<file path="src/ase_pkg.sv">
// Shared types and constants of the ASCII-safe escape encoder.
// Depends on nothing; used by every module of the block.
package ase_pkg;

  localparam int CODE_W      = 8;
  localparam int CHAR_W      = 7;
  localparam int IN_TDATA_W  = 8;
  localparam int OUT_TDATA_W = 8;
  localparam int IDX_W       = 3;

  typedef logic [CODE_W-1:0] code_t;
  typedef logic [CHAR_W-1:0] char_t;
  typedef logic [IDX_W-1:0]  idx_t;

  localparam code_t LOW_LIMIT  = 8'd32;
  localparam code_t HIGH_LIMIT = 8'd127;
  localparam code_t PCT_CODE   = 8'd37;
  localparam char_t PCT_CHAR   = 7'd37;
  localparam char_t DIGIT_ZERO = 7'd48;

  // One emitted character and its end-of-run mark.
  typedef struct packed {
    char_t ch;
    logic  last;
  } ase_sym_t;

endpackage

</file>
<file path="src/ase_run_sel.sv">
// Expands one character code into its escaped run and picks one position of it.
// Depends on ase_pkg.
module ase_run_sel (
  input  ase_pkg::code_t   code,
  input  ase_pkg::idx_t    idx,
  output ase_pkg::ase_sym_t sym
);
  import ase_pkg::*;

  logic        esc;
  logic        pct;
  logic [1:0]  hund;
  logic [6:0]  rem;
  logic [14:0] prod;
  logic [3:0]  tens;
  logic [6:0]  tens10;
  logic [6:0]  ones_w;
  logic [3:0]  ones;
  logic [1:0]  nd;
  char_t       run [5];
  idx_t        len;

  assign esc = (code < LOW_LIMIT) || (code > HIGH_LIMIT);
  assign pct = (code == PCT_CODE);

  // Hundreds by compare, tens by a reciprocal multiply valid below 1029.
  always_comb begin
    if (code >= 8'd200) begin
      hund = 2'd2;
      rem  = 7'(code - 8'd200);
    end else if (code >= 8'd100) begin
      hund = 2'd1;
      rem  = 7'(code - 8'd100);
    end else begin
      hund = 2'd0;
      rem  = code[6:0];
    end
  end

  assign prod   = {8'b0, rem} * 15'd205;
  assign tens   = prod[14:11];
  assign tens10 = 7'(tens) * 7'd10;
  assign ones_w = rem - tens10;
  assign ones   = ones_w[3:0];
  assign nd     = (code >= 8'd100) ? 2'd3 : (code >= 8'd10) ? 2'd2 : 2'd1;

  always_comb begin
    run[0] = PCT_CHAR;
    run[1] = PCT_CHAR;
    run[2] = PCT_CHAR;
    run[3] = PCT_CHAR;
    run[4] = PCT_CHAR;
    len    = 3'd1;
    if (esc) begin
      len = 3'(nd) + 3'd2;
      case (nd)
        2'd3: begin
          run[1] = DIGIT_ZERO + 7'(hund);
          run[2] = DIGIT_ZERO + 7'(tens);
          run[3] = DIGIT_ZERO + 7'(ones);
        end
        2'd2: begin
          run[1] = DIGIT_ZERO + 7'(tens);
          run[2] = DIGIT_ZERO + 7'(ones);
        end
        default: begin
          run[1] = DIGIT_ZERO + 7'(ones);
        end
      endcase
    end else if (pct) begin
      len = 3'd2;
    end else begin
      run[0] = code[6:0];
    end
  end

  always_comb begin
    case (idx)
      3'd0:    sym.ch = run[0];
      3'd1:    sym.ch = run[1];
      3'd2:    sym.ch = run[2];
      3'd3:    sym.ch = run[3];
      3'd4:    sym.ch = run[4];
      default: sym.ch = PCT_CHAR;
    endcase
    sym.last = (idx == (len - 3'd1));
  end

endmodule

</file>
<file path="src/ascii_safe_escape_encoder.sv">
// Top level of the ASCII-safe escape encoder: input register, run expansion, output register.
// Depends on ase_pkg and ase_run_sel.
//
// Usage:
//   The in_ channel carries one character code per transaction in in_tdata.
//   The out_ channel carries one 7-bit ASCII character per transaction in
//   out_tdata, with out_tlast high on the final character of each run.
//   A code below 32 or above 127 becomes '%', its decimal digits and '%';
//   a '%' becomes "%%"; every other code passes through as one character.
//   The first character of a run reaches out_ through the registered code,
//   then the output register. Throughput: one character per cycle on out_
//   while the receiver takes them; pass-through codes stream at one per cycle
//   likewise. For a longer run in_tready stays low until the last character
//   moves into the output register, the one output register that emits one
//   character of the run each cycle.
//   Reset (rst_n low, synchronous) drops any held code and output; no
//   clearing pass follows. When the receiver stalls, the output register
//   holds its character and any held code waits; in_tready is low while a
//   code is held, until the output register can move again.
module ascii_safe_escape_encoder (
  input  logic                             clk,
  input  logic                             rst_n,
  input  logic                             in_tvalid,
  output logic                             in_tready,
  input  logic [ase_pkg::IN_TDATA_W-1:0]   in_tdata,   // [7:0] char_code
  output logic                             out_tvalid,
  input  logic                             out_tready,
  output logic [ase_pkg::OUT_TDATA_W-1:0]  out_tdata,  // [6:0] out_char, [7] zero fill
  output logic                             out_tlast
);
  import ase_pkg::*;

  logic     code_v_r, code_v_nxt;
  code_t    code_r, code_nxt;
  idx_t     idx_r, idx_nxt;
  logic     out_v_r, out_v_nxt;
  char_t    out_char_r;
  logic     out_last_r;
  ase_sym_t sym;
  logic     out_free;
  logic     adv;
  logic     in_acc;

  ase_run_sel u_run_sel (
    .code (code_r),
    .idx  (idx_r),
    .sym  (sym)
  );

  assign out_free  = !out_v_r || out_tready;
  assign adv       = code_v_r && out_free;
  assign in_tready = !code_v_r || (adv && sym.last);
  assign in_acc    = in_tvalid && in_tready;

  always_comb begin
    code_v_nxt = code_v_r;
    code_nxt   = code_r;
    idx_nxt    = idx_r;
    if (adv) begin
      if (sym.last) begin
        code_v_nxt = 1'b0;
        idx_nxt    = '0;
      end else begin
        idx_nxt = idx_r + 3'd1;
      end
    end
    if (in_acc) begin
      code_v_nxt = 1'b1;
      code_nxt   = in_tdata;
      idx_nxt    = '0;
    end
    out_v_nxt = out_free ? code_v_r : out_v_r;
  end

  always_ff @(posedge clk) begin
    if (!rst_n) begin
      code_v_r <= 1'b0;
      idx_r    <= '0;
      out_v_r  <= 1'b0;
    end else begin
      code_v_r <= code_v_nxt;
      idx_r    <= idx_nxt;
      out_v_r  <= out_v_nxt;
    end
  end

  always_ff @(posedge clk) begin
    code_r <= code_nxt;
    if (adv) begin
      out_char_r <= sym.ch;
      out_last_r <= sym.last;
    end
  end

  assign out_tvalid = out_v_r;
  assign out_tdata  = {1'b0, out_char_r};
  assign out_tlast  = out_last_r;

endmodule

</file>
<file path="config.mk">
export PLATFORM = sky130hd
export DESIGN_NAME = ascii_safe_escape_encoder
export DESIGN_NICKNAME = d
export VERILOG_FILES = /design/src/ase_pkg.sv /design/src/ase_run_sel.sv /design/src/ascii_safe_escape_encoder.sv
export SDC_FILE = /design/constraint.sdc
export NUM_CORES = 1
export LEC_CHECK = 0
export BUFFER_PORTS_ARGS = -buffer_cell sky130_fd_sc_hd__buf_2
export CAP_MARGIN = 20
export CORE_ASPECT_RATIO = 0.5
export CORE_UTILIZATION = 25
export CTS_CLUSTER_DIAMETER = 80
export CTS_CLUSTER_SIZE = 12
export DETAILED_ROUTE_END_ITERATION = 10
export SLEW_MARGIN = 20
export SYNTH_ARGS = -nofsm -noshare
export SYNTH_HDL_FRONTEND = slang
export SYNTH_SLANG_ARGS = --single-unit
</file>
<file path="constraint.sdc">
create_clock -name clk -period 14.11 [get_ports clk]
set_input_delay 2.822 -clock clk [delete_from_list [all_inputs] [get_ports clk]]
set_output_delay 2.822 -clock clk [all_outputs]
set_load 0.05 [all_outputs]
</file>
# --- Word-level counts from Yosys, hierarchy flattened ---
# Cells that the tools add are included.
# W data, S select, Z words.
totals:
  register_bits: 21
  inputBits: 12
  wordCells: 62
classes:
  n_addsub: 9
  mul: 2
  order_cmp: 5
  n_eq_ne: 7
  n_mux: 19
  bitwise_logic: 1
  n_reduce_logical: 13
op_table:
  columns: ["op", "count"]
  rows:
  - ["$mux W7", 5]
  - ["$pmux W7 S2", 2]
  - ["$pmux W7 S4", 1]
  - ["$mux W21", 1]
  - ["$mul A7 B8 Y15 const B", 1]
  - ["$add A6 B4 Y7 const A", 2]
  - ["$sub A7 B7 Y7 const B", 2]
  - ["$eq A8 B6 Y1 const B", 1]
  - ["$ge A8 B4 Y1 const B", 1]
  - ["$ge A8 B7 Y1 const B", 1]
  - ["$ge A8 B8 Y1 const B", 1]
  - ["$gt A8 B7 Y1 const B", 1]
  - ["$lt A8 B6 Y1 const B", 1]
  - ["$mux W2", 4]
  - ["$add A6 B2 Y7 const A", 1]
  - ["$eq A3 B2 Y1 const B", 2]
  - ["$mux W3", 2]
  - ["$eq A2 B2 Y1 const B", 2]
  - ["$mul A4 B3 Y3 const B", 1]
  - ["$mux W1", 4]
  - ["$reduce_bool A2 Y1", 2]
  - ["$sub A4 B4 Y4", 1]
  - ["$add A2 B2 Y3 const B", 1]
  - ["$add A3 B1 Y3 const B", 1]
  - ["other kinds (10)", 15]

# --- Depth between registers and ports, before layout ---
# Gate-level depths: netlist (run 1).
depth:
  word_depth: 12
  ltp_mapped: 29
  ltp_nobuf: 28

# --- By module ---
# Synthesis (run 1) repeated with hierarchy kept, for this count alone.
unflattened:
  cells_unflattened: 257
  hier_area_um2: 2528.7
by_module_without_submodules:
  columns: ["mod", "n_inst", "cells_per_inst", "area_per_inst_um2", "seq_area_each_um2"]
  rows:
  - ["ase_run_sel", 1, 211, 1778.0, 0.0]
  - ["ascii_safe_escape_encoder", 1, 46, 750.7, 580.6]

# --- Worst setup path after synthesis (run 1) ---
# No wires, ideal clock.
synth_timing:
  path_kind: "reg2reg"
  startpoint: "register code_r[3]"
  endpoint: "register out_char_r[2], data pin"
  setup_ns: 0.260
  arrival_ns: 6.277
  required_ns: 13.850
  path_slack_ns: 7.573
  stages_incl_launch_ff: 28
  path_buffers: 1
  period_less_slack_ns: 6.537
  cell_sequence: "edfxtp_1 > inv_1 > ha_1 > or3b_4 > a31oi_4 > nand2_1 > a211oi_1 > mux2i_1 > ha_1 > ha_1 > fa_1 > inv_1 > fa_1 > inv_1 > ha_1 > and4_2 > nand3_1 > a21oi_2 > o21ai_1 > a21oi_1 > or3b_1 > buf_6 > ha_1 > inv_1 > fa_1 > o221ai_1 > o211a_1 > o21ai_1"
synth_rtl:
  columns: ["element", "line_no", "text"]
  rows:
  - ["from (decl)", "ascii_safe_escape_encoder.sv:34", "code_t code_r, code_nxt;"]
  - ["from (signal assigned)", "ascii_safe_escape_encoder.sv:88", "code_r <= code_nxt;"]
  - ["to (signal assigned)", "ascii_safe_escape_encoder.sv:90", "out_char_r <= sym.ch;"]
  - ["to (decl)", "ascii_safe_escape_encoder.sv:37", "char_t out_char_r;"]

==> metrics.md, run 1 <==
| Metric | Value |
|---|---|
| Clk buf depth | 2 |
| Core area | approximately 0.0097 mm^2 |
| Drt wl/cell | 12.8 um |
| Reg clk slew, reported paths | approximately 60 ps |
| Final setup TNS | 0 ps |
| Endpoints failing hold | 0 |
| Starting Density | a little over a quarter |
| Clock Power Share | a little over an eighth |
| Worst clock skew | between 4 and 5 ps |
| GPL Wtd Cong | 0.874 |
| Final setup viols | 0 |
| Root buf cell | clkbuf_16 |
| Worst vdd ir | ~60 uV |
| Post-Syn Nets | ~340 |
| Cell internal pwr | 0.256 mW |
| Psw | 0.215 mW |
| PD cells | about 160 mW/mm^2 |
| # DRC | 0 |
| RSZ-0062 raised after global routing | no |
| Layout cells sized above 1 | around 15% |
| M1 GR Usage | between 10% and 20% |
| CTS tree | yes |
| WL final | 5480 um |
| Post-synthesis mux area share | 0.778% |
| Total Routing Usage GR | 10.6% |
| Syn avg cell area | a little over 9 um^2 |
| Critical Path End Type | register |
| Post-route ant nets | 0 |
| Area Growth Syn to Fin | 11.2% |
| Leakage power | around 1.3 nW |
| Crit path DAT | slightly above 7000 ps |
| Post-synth ARST share | 0% |
| Largest net degree at the start of global routing | 14 |
| Initial detailed-routing violation count | ~130 |
| Sw frac | ~46% |
| Flop pwr share | 16.2% |
| GR Layer Usage met2 | between 10% and 20% |
| Final min period | 7160 ps |
| Hold crit path type | reg2reg |
| Met3 Use GR | under 10% |
| Die footprint | 0.0107 mm^2 |
| MaxCap Viol Count | 0 |
| Clock Sinks | 21 |
| Gates resized, CTS repair | 0 |
| Gr busiest metal | met2 |
| WHS Path Cells | 1 |
| HPWL after DPL | around 4500 um |
| Postcts setup bufs | 0 |
| Cts-stage hold buffer count | 0 |
| I/O Pins | 23 |
| Die span in x | between 100 and 150 um |
| Fin util | 29.4% |
| Max FO, Critical Path | 8 |
| Vias in the first global route | about 1.9k |
| Cells after Synth | ~280 |
| Antenna violations before repair | 0 |
| Chip height | around 74 um |
| Yosys reg bits | 21 |
| Nets | approximately 360 |
| Max Fclk | around 0.14 GHz |
| Vias | about 2k |
| Hold WS | 516 ps |
| Pre-Repair DR Iteration Count | 4 |
| Final Max Tran Viols | 0 |
| Outcome | finished clean |
| Post-synthesis cell type count | 63 |
| Combinational Power Share | 70.7% |
| Synth Area in Compound Gates | 18.1% |
| Diode count | 0 |
| Period utilization | ~50% |
| Main combinational cell family by area after synthesis | adder cells |
| CP required | 14090 ps |
| First-pass GRT wire length | 9100 um |
| Simple-gate area share of the yosys netlist | ~17% |
| Mapped cell area | 0.00257 mm^2 |
| Skew-Pair Late Insertion Delay | 260 ps |
| Vias/cell | 4.70 |
| Number of synthesized flops with an enable pin | 16 |
| Cts bufs inserted | 3 |
| Crit Path Class | reg2reg |
| Gr ovfl total | 0 |
| Total number of H-tree levels | 1 |
| Critical Path Source Type | register |
| # port buffers | 21 |
| Cell Rows | 25 |
| Synth Area in XOR/XNOR | under 10% |
| Reg2reg path depth | 27 |
| Seq/Total Area, Yosys | between 20% and 30% |
| Ys flop type | edfxtp_1 |
| Adder-cell share of the synthesized area | around 30% |
| Warnings from Yosys | 0 |
==> cell type report <==
class	instances	area [um^2]
Clock buffer	3	75.1
Inverter	33	124
Tap cell	135	169
Timing Repair Buffer	21	105
Multi-Input combinational cell	213	1800
Fill cell	1005	6870
Clock inverter	1	7.51
Sequential cell	21	581
==> through the flow <==
stage / instances / area [um^2] / power, mW / setup WS, ps
floorplan: 275 / 2570 / 0.356 / 7570
global placement: 423 / 2780 / 0.405 / 7100
detailed placement: 423 / 2780 / 0.405 / 6990
CTS: 427 / 2860 / 0.470 / 6940
global route: 427 / 2860 / 0.519 / 6430
finish: 427 / 2860 / 0.471 / 6950
==> registers in the layout, summed over array words and instances (netlist names) <==
signal      cells
out_tvalid      1
out_tlast       1
code_r          8
out_char_r      7
idx_r           3
code_v_r        1
==> Yosys cell counts, types with 4 or more instances <==
master	number	area share [%]
a21oi_1	15	2.9
and2_1	4	0.97
dfxtp_1	5	3.9
edfxtp_1	16	19
fa_1	9	7.0
ha_1	47	23
inv_1	33	4.8
nand2_1	19	2.8
nand2b_1	4	0.97
nand3_1	7	1.4
nor2_1	16	2.3
nor2b_1	4	0.97
nor3_1	7	1.4
o21a_1	4	1.2
o21ai_0	5	0.97
o221ai_1	4	1.4
xnor2_1	5	1.7
==> cells by family after synthesis <==
logic type,Yosys count
other,1
adder cells (fa/ha/maj),56
AND/OR/NAND/NOR,81
AO/OA/AOI/OAI,64
buffers and inverters,41
multiplexers,2
flip-flops,21
XOR/XNOR,9
==> path summary, 6_finish.rpt <==
kind | start | end | slack, ps
min | code_v_r | out_tvalid | 520
max reg2reg | code_r[3] | out_char_r[3] | 6950
max | code_r[3] | out_char_r[3] | 6950
min reg2reg | code_v_r | out_tvalid | 520
==> placed cells by master (no fill, tap or decap), types with 5 or more instances in the layout <==
cell type and count:
a21oi_1 15, buf_2 21, dfxtp_1 5, edfxtp_1 16
fa_1 9, ha_1 47, inv_1 33, nand2_1 19
nand3_1 7, nor2_1 16, nor3_1 7, o21ai_0 5
xnor2_1 5
==> per-layer routing <==
| layer | vias to the layer above | wire length [um] |
|---|---|---|
| met5 | - | 0 |
| met4 | 0 | 34 |
| met3 | 2 | 221 |
| met2 | 50 | 2200 |
| met1 | 931 | 3030 |
| li1 | 1023 | - |
==> power groups by stage <==
stage	sequential, mW	clock [mW]	combinational, mW
final	0.0764	0.0617	0.333
after global routing	0.0770	0.0654	0.377
after CTS	0.0764	0.0628	0.331
after detailed placement	0.0777	0	0.327
after global placement	0.0776	0	0.327
after floorplan	0.0809	0	0.276
==> worst max-delay path, cell delays in order, from the launching register on <==
cell,delay [ps]
edfxtp_1,530
inv_1,200
ha_1,180
or3b_4,390
a31oi_4,290
nand2_1,170
a211oi_1,290
mux2i_1,390
ha_1,310
ha_1,300
fa_1,520
inv_1,60
fa_1,490
inv_1,40
ha_1,290
and4_2,240
nand3_1,120
a21oi_2,200
o21ai_1,120
a21oi_1,140
or3b_1,240
ha_1,190
inv_1,50
fa_1,440
xnor2_2,210
xnor2_2,150
mux2i_1,210
o311ai_1,120
No activity file was read; power rests on OpenSTA's default activity.
==> run 2: changes to the inputs <==
--- a/config.mk
+++ b/config.mk
@@ -5,6 +5,7 @@
 export SDC_FILE = /design/constraint.sdc
 export NUM_CORES = 1
 export LEC_CHECK = 0
+export ABC_AREA = 1
 export BUFFER_PORTS_ARGS = -buffer_cell sky130_fd_sc_hd__buf_2
 export CAP_MARGIN = 20
 export CORE_ASPECT_RATIO = 0.5
==> constraint.sdc (replaced) <==
create_clock -name clk -period 6.23 [get_ports clk]
set_input_delay 1.246 -clock clk [delete_from_list [all_inputs] [get_ports clk]]
set_output_delay 1.246 -clock clk [all_outputs]
set_load 0.05 [all_outputs]
==> metrics.md, run 2 <==
| Metric | Value |
|---|---|
| Outcome | finished clean |
| Die span in x | between 100 and 150 um |
| Clk buf depth | 2 |
| Post-Syn Nets | ~400 |
| Pre-Repair DR Iteration Count | 4 |
| Most common cell after layout, fill and taps aside | inv_1 |
| Syn avg cell area | 7.94 um^2 |
| Mapped cell area | about 0.0026 mm^2 |
| Area Growth Syn to Fin | 19.3% |
| Clock Sinks | 21 |
| Top reg by flops | code_r |
| Final setup viols | 0 |
| Post-synth ARST share | 0% |
| CP required | approximately 6200 ps |
| MaxCap Viol Count | 0 |
| Leakage power | about 1.6 nW |
| Most frequent cell after synthesis | inv_1 |
| Leading area contributor after synthesis | ha_1 |
| Largest net degree at the start of global routing | 14 |
| Critical Path End Type | register |
| Registers with the most flip-flops | code_r (8), out_char_r (7), idx_r (3) |
| Hold crit path type | reg2reg |
| Crit Path Class | reg2reg |
| Top cell type's share of synthesized area | between 20 and 25% |
| WL final | around 5700 um |
| Vias | ~2.2k |
| Endpoints failing hold | 0 |
| Fin util | approximately a third |
| CTS tree | yes |
| Warnings from Yosys | 0 |
| Die footprint | around 0.011 mm^2 |
| Skew-Pair Late Insertion Delay | 260 ps |
| HPWL after DPL | about 4800 um |
| Slowest stage delay, CP | roughly 500 ps |
| Critical Path Source Type | register |
| Final setup TNS | 0 ps |
| Commonest non-fill, non-tap cells in the layout | inv_1 (60), nand2_1 (59), ha_1 (46) |
| Cell Rows | 25 |
| First-pass GRT wire length | between 9000 and 10000 um |
| PD cells | approximately 360 mW/mm^2 |
| RSZ-0062 raised after global routing | no |
| Starting Density | around a quarter |
| Seq/Total Area, Yosys | around 22% |
| I/O Pins | 23 |
| Crit path DAT | 5740 ps |
| Gr ovfl total | 0 |
| Post-synthesis cell type count | between 40 and 50 |
| Worst clock skew | between 3 and 4 ps |
| Diode count | 0 |
| Period utilization | between 90% and 100% |
| Max FO, Critical Path | 7 |
| Crit path max-delay cell type | fa_1 |
| # port buffers | 21 |
| Top cells by count, synth | inv_1 (62), nand2_1 (60), ha_1 (47), nor2_1 (28), edfxtp_1 (16) |
| Core area | between 0.009 and 0.01 mm^2 |
| Number of synthesized flops with an enable pin | 16 |
| Final Max Tran Viols | 0 |
| Initial detailed-routing violation count | 127 |
| Max Fclk | 0.175 GHz |
| Synth top area cells | ha_1 (23%), edfxtp_1 (18%), inv_1 (8.9%) |
| Worst vdd ir | around 170 uV |
| Post-route ant nets | 0 |
| Total number of H-tree levels | 1 |
| Total Routing Usage GR | between 10% and 20% |
| Layout cells sized above 1 | a little under a quarter |
| WP buf/inv | 8 |
| Cts bufs inserted | 3 |
| Drt wl/cell | 11.4 um |
| Nets | ~440 |
| Max reg flops | 8 |
| Vias/cell | approximately 4.4 |
| Chip height | about 74 um |
| Root buf cell | clkbuf_16 |
| GPL Wtd Cong | about 0.89 |
| Ys flop type | edfxtp_1 |
| Antenna violations before repair | 0 |
| Yosys reg bits | 21 |
| Cells after Synth | between 300 and 400 |
| Cts-stage hold buffer count | 0 |
| Crit path max-delay family | adder cells |
| # DRC | 0 |
| Vias in the first global route | approximately 2.2k |
| Reg clk slew, reported paths | 60 ps |
| Final min period | roughly 5700 ps |
-- run 2: final timing paths --
check	start	slack, ps	cells after the start	to
worst min-delay path	out_tvalid	490	2	out_tvalid
worst min register to register	out_tvalid	490	2	out_tvalid
worst max-delay path	code_r[4]	500	37	out_char_r[3]
worst max register to register	code_r[4]	500	37	out_char_r[3]
-- run 2: where the power goes --
group | internal (mW) | total [mW] | switching, mW
sequential | 0.161 | 0.167 | 0.00541
combinational | 0.320 | 0.822 | 0.501
clock | 0.0870 | 0.140 | 0.0528
total | 0.569 | 1.13 | 0.559
-- run 2: worst reg2reg max path: cells and delay by family (launching register included) --
kind | cells | cell delay, ps
buf+inv | 8 | 520
flops | 1 | 420
compound gates | 3 | 410
simple gates | 17 | 1410
xor+xnor | 1 | 190
fa+ha+maj | 8 | 2540
-- run 2: cell families (layout without fill, tap and decap cells) --
logic type / count (synthesis) / after routing / share of synthesized area (%)
AND/OR/NAND/NOR: 137 / 137 / 25.3
buffers and inverters: 66 / 105 / 9.66
adder cells (fa/ha/maj): 56 / 56 / 29.5
AO/OA/AOI/OAI: 42 / 42 / 10.8
flip-flops: 21 / 21 / 22.3
XOR/XNOR: 5 / 5 / 2.26
other: 1 / 1 / 0.144
-- run 2: through the flow --
| step | cell area, um^2 | power (mW) | hold slack [ps] | std cells | setup slack, ps |
|---|---|---|---|---|---|
| floorplan | 2600 | 0.789 | 529 | 328 | 632 |
| global placement | 2920 | 0.944 | 483 | 490 | 164 |
| detailed placement | 2920 | 0.950 | 478 | 490 | 92.5 |
| CTS | 3010 | 1.10 | 496 | 494 | 69.1 |
| global route | 3110 | 1.26 | 532 | 502 | 30.1 |
| finish | 3110 | 1.13 | 493 | 502 | 502 |
-- run 2: area by class of cell --
cell class,count,area [um^2]
Fill cell,1026,6650
Multi-Input combinational cell,241,1810
Inverter,65,244
Tap cell,135,169
Sequential cell,21,581
Timing Repair Buffer,36,218
Clock buffer,3,75.1
Clock inverter,1,7.51
-- run 2: repair_timing --
| item | 4_1_cts | 5_1_grt |
|---|---|---|
| setup buffers | 0 | 8 |
| gates resized for setup | 0 | 11 |
| setup endpoints to repair | 0 | 2 |
-- run 2: metal layers --
layer	global-route usage (%)	wire length (um)	vias to the layer above	share of wire (%)
li1	-	-	1154	-
met1	14.4	2830	1023	49
met2	20.3	2600	47	45
met3	2.33	224	8	3.9
met4	2.66	72	0	1.3
met5	0	0	-	0
==> run 3: changes to the inputs <==
--- a/config.mk
+++ b/config.mk
@@ -16,4 +16,5 @@
 export SLEW_MARGIN = 20
 export SYNTH_ARGS = -nofsm -noshare
 export SYNTH_HDL_FRONTEND = slang
+export SYNTH_HIERARCHICAL = 1
 export SYNTH_SLANG_ARGS = --single-unit
==> metrics.md, run 3 <==
| Metric | Value |
|---|---|
| Outcome | finished clean |
| Sw frac | 51.4% |
| I/O Pins | 23 |
| Warnings from Yosys | 6 |
| Clock Power Share | about a tenth |
| Critical Path Source Type | register |
| WL final | about 6000 um |
| Drt wl/cell | approximately 11 um |
| Critical Path End Type | register |
| Vias in the first global route | ~2.0k |
| Most frequent cell after synthesis | inv_1 |
| Final setup TNS | 0 ps |
| Top cell type's share of synthesized area | approximately 20% |
| Combinational Power Share | between 70% and 80% |
| Syn avg cell area | 7.76 um^2 |
| Leading area contributor after synthesis | ha_1 |
| FF-to-FF Start | code_r[3] |
| # port buffers | 21 |
| Psw | around 0.7 mW |
| HPWL after DPL | between 4000 and 5000 um |
| Largest net degree at the start of global routing | 14 |
| Period utilization | a little over nine tenths |
| Actual slew at the worst max-slew pin | 678 ps |
| Ys flop type | edfxtp_1 |
| Vias/cell | 4.52 |
| Crit Path Class | reg2reg |
| Nets | ~450 |
| MaxCap Viol Count | 0 |
| Synth top area cells | ha_1 (20%), edfxtp_1 (18%), inv_1 (8.5%) |
| Crit path DAT | just under 6000 ps |
| Slew margin rel. | a little over half |
| Cell internal pwr | roughly 0.68 mW |
| Filler cell count | about 1.1k |
| Worst clock skew | around 4.6 ps |
| Vias | 2360 |
| Max FO, Critical Path | 5 |
| Inst Count DP | approximately 500 |
| Top reg by flops | code_r |
| Crit path max-delay cell type | edfxtp_1 |
| WHS Path Cells | 2 |
| Yosys reg bits | 21 |
| HP Start | code_v_r |
| Initial detailed-routing violation count | around 150 |
| Gr ovfl total | 0 |
| Final Max Tran Viols | 0 |
| Commonest non-fill, non-tap cells in the layout | inv_1 (55), nand2_1 (53), ha_1 (40) |
| Max Fclk | about 0.17 GHz |
| Area Growth Syn to Fin | 20.1% |
| Cell Count, Final, Fillers Out | about 520 |
| Clk buf depth | 2 |
| Antenna violations before repair | 0 |
| Post-synthesis cell type count | 38 |
| Mapped cell area | between 0.002 and 0.003 mm^2 |
| Endpoints failing hold | 0 |
| Chip height | approximately 75 um |
| Cell Rows | 26 |
| Clock Sinks | 21 |
| Reg-to-Reg End | out_char_r[3] |
| Die footprint | 0.0110 mm^2 |
| Cells after Synth | 340 |
| Reg clk slew, reported paths | ~60 ps |
| Root buf cell | clkbuf_16 |
| Registers with the most flip-flops | code_r (8), out_char_r (7), idx_r (3) |
| Pre-Repair DR Iteration Count | 5 |
| Total Routing Usage GR | 10.8% |
| Post-route ant nets | 0 |
| Starting Density | 25.8% |
| Cts-stage hold buffer count | 0 |
| First-pass GRT wire length | around 9500 um |
| Number of synthesized flops with an enable pin | 16 |
| Worst vdd ir | roughly 180 uV |
| Reg2Reg Setup Slack | between 300 and 400 ps |
| Post-synth ARST share | 0% |
| CP required | slightly above 6000 ps |
| Die span in x | ~150 um |
| Leakage power | 1.57 nW |
| Final min period | 5870 ps |
| Slowest stage delay, CP | approximately 480 ps |
| Max reg flops | 8 |
| Most common cell after layout, fill and taps aside | inv_1 |
| Hold crit path type | reg2reg |
| Seq/Total Area, Yosys | 22.0% |
| Diode count | 0 |
| Skew-Pair Late Insertion Delay | 250 ps |
| Post-Syn Nets | between 400 and 500 |
| Final setup viols | 0 |
| Core area | 0.0102 mm^2 |
| CP dominant cell by count | nand2_1 |
| Cts bufs inserted | 3 |
| Reg2reg path depth | 36 |
| Top cells by count, synth | inv_1 (60), nand2_1 (54), ha_1 (43), nand3_1 (19), nor2_1 (17) |
| # DRC | 0 |
| CTS tree | yes |
| Layout cells sized above 1 | a little over a quarter |
| Total number of H-tree levels | 1 |
| PD cells | around 440 mW/mm^2 |
| Flop pwr share | about an eighth |
| Hold worst-path end | out_tvalid |
| GPL Wtd Cong | approximately 0.94 |
## run 3: cell count changes after synthesis, moves of 4 or more
cell	previous run	this run
a21oi_1	9	16
ha_1	47	43
nand2_1	60	54
nand2_2	10	15
nand3_1	13	19
nor2_1	28	17
nor2_2	2	8
nor3_1	4	10
xor2_1	2	6
## run 3: layout make-up
| cell class | count | area, um^2 | share of cell area (%) |
|---|---|---|---|
| clock buffers | 3 | 75.1 | 2.37 |
| flip-flops and latches | 21 | 581 | 18.3 |
| well taps | 140 | 175 | 5.53 |
| clock inverters | 1 | 7.51 | 0.237 |
| multi-input cells | 250 | 1830 | 57.7 |
| repair buffers | 41 | 255 | 8.05 |
| inverters | 66 | 248 | 7.82 |
## run 3: cells by family after synthesis
kind of cell               after synthesis  synth area share [%]
buffers and inverters                   69                  10.1
and+or+nand+nor                        146                  28.1
DFF                                     21                  22.0
AOI/OAI and AO/OA                       43                  9.72
xor gates and xnor gates                 8                  2.66
adders and majority gates               52                  27.2
other                                    1                 0.142
## run 3: repair_timing
item / in CTS / in global routing
endpoints found under the setup margin: 0 / 2
hold endpoints to repair: 0 / 0
buffers inserted: 0 / 16
resized for setup: 0 / 16
## run 3: metal layers
layer,part of all wire (%),global-route usage [%]
met1,50,15.4
met2,43,16.9
met3,6.1,2.18
met4,1.1,2.52
met5,0,0
## run 3: worst max-delay path, delay by kind of cell (launching register included)
| kind | cells | cell delay (ps) |
|---|---|---|
| adder cells (fa/ha/maj) | 8 | 2640 |
| AND/OR/NAND/NOR | 20 | 1570 |
| buffers and inverters | 5 | 510 |
| flip-flops | 1 | 480 |
| AO/OA/AOI/OAI | 3 | 410 |
## run 3: power by group through the flow
stage          logic, mW  registers [mW]  clock network (mW)
3_3_place_gp       0.955           0.179                   0
5_1_grt             1.24           0.178               0.144
4_1_cts            0.970           0.176               0.139
6_report            1.09           0.176               0.135
2_1_floorplan      0.739           0.200                   0
3_5_place_dp       0.960           0.179                   0
## run 3: through the flow
stage                     hold slack [ps]  utilization [%]  setup WS, ps  cell area, um^2  power (mW)
after floorplan                       459                -           677             2640       0.939
after global placement                472             28.6           207             2930        1.13
after detailed placement              478             28.6          81.2             2930        1.14
after CTS                             489             29.4          56.1             3010        1.29
after global routing                  523             30.9         -60.6             3170        1.57
final                                 483             30.9           363             3170        1.40
## run 3: worst max-delay path by stage
stage                          from             to  cells past startpoint
after global placement    code_r[4]  out_char_r[3]                     37
after detailed placement  code_r[3]  out_char_r[3]                     39
after floorplan           code_r[3]  out_char_r[3]                     37
after CTS                 code_r[3]  out_char_r[3]                     39
final                     code_r[3]  out_char_r[3]                     36
after global routing      code_r[3]  out_char_r[3]                     40
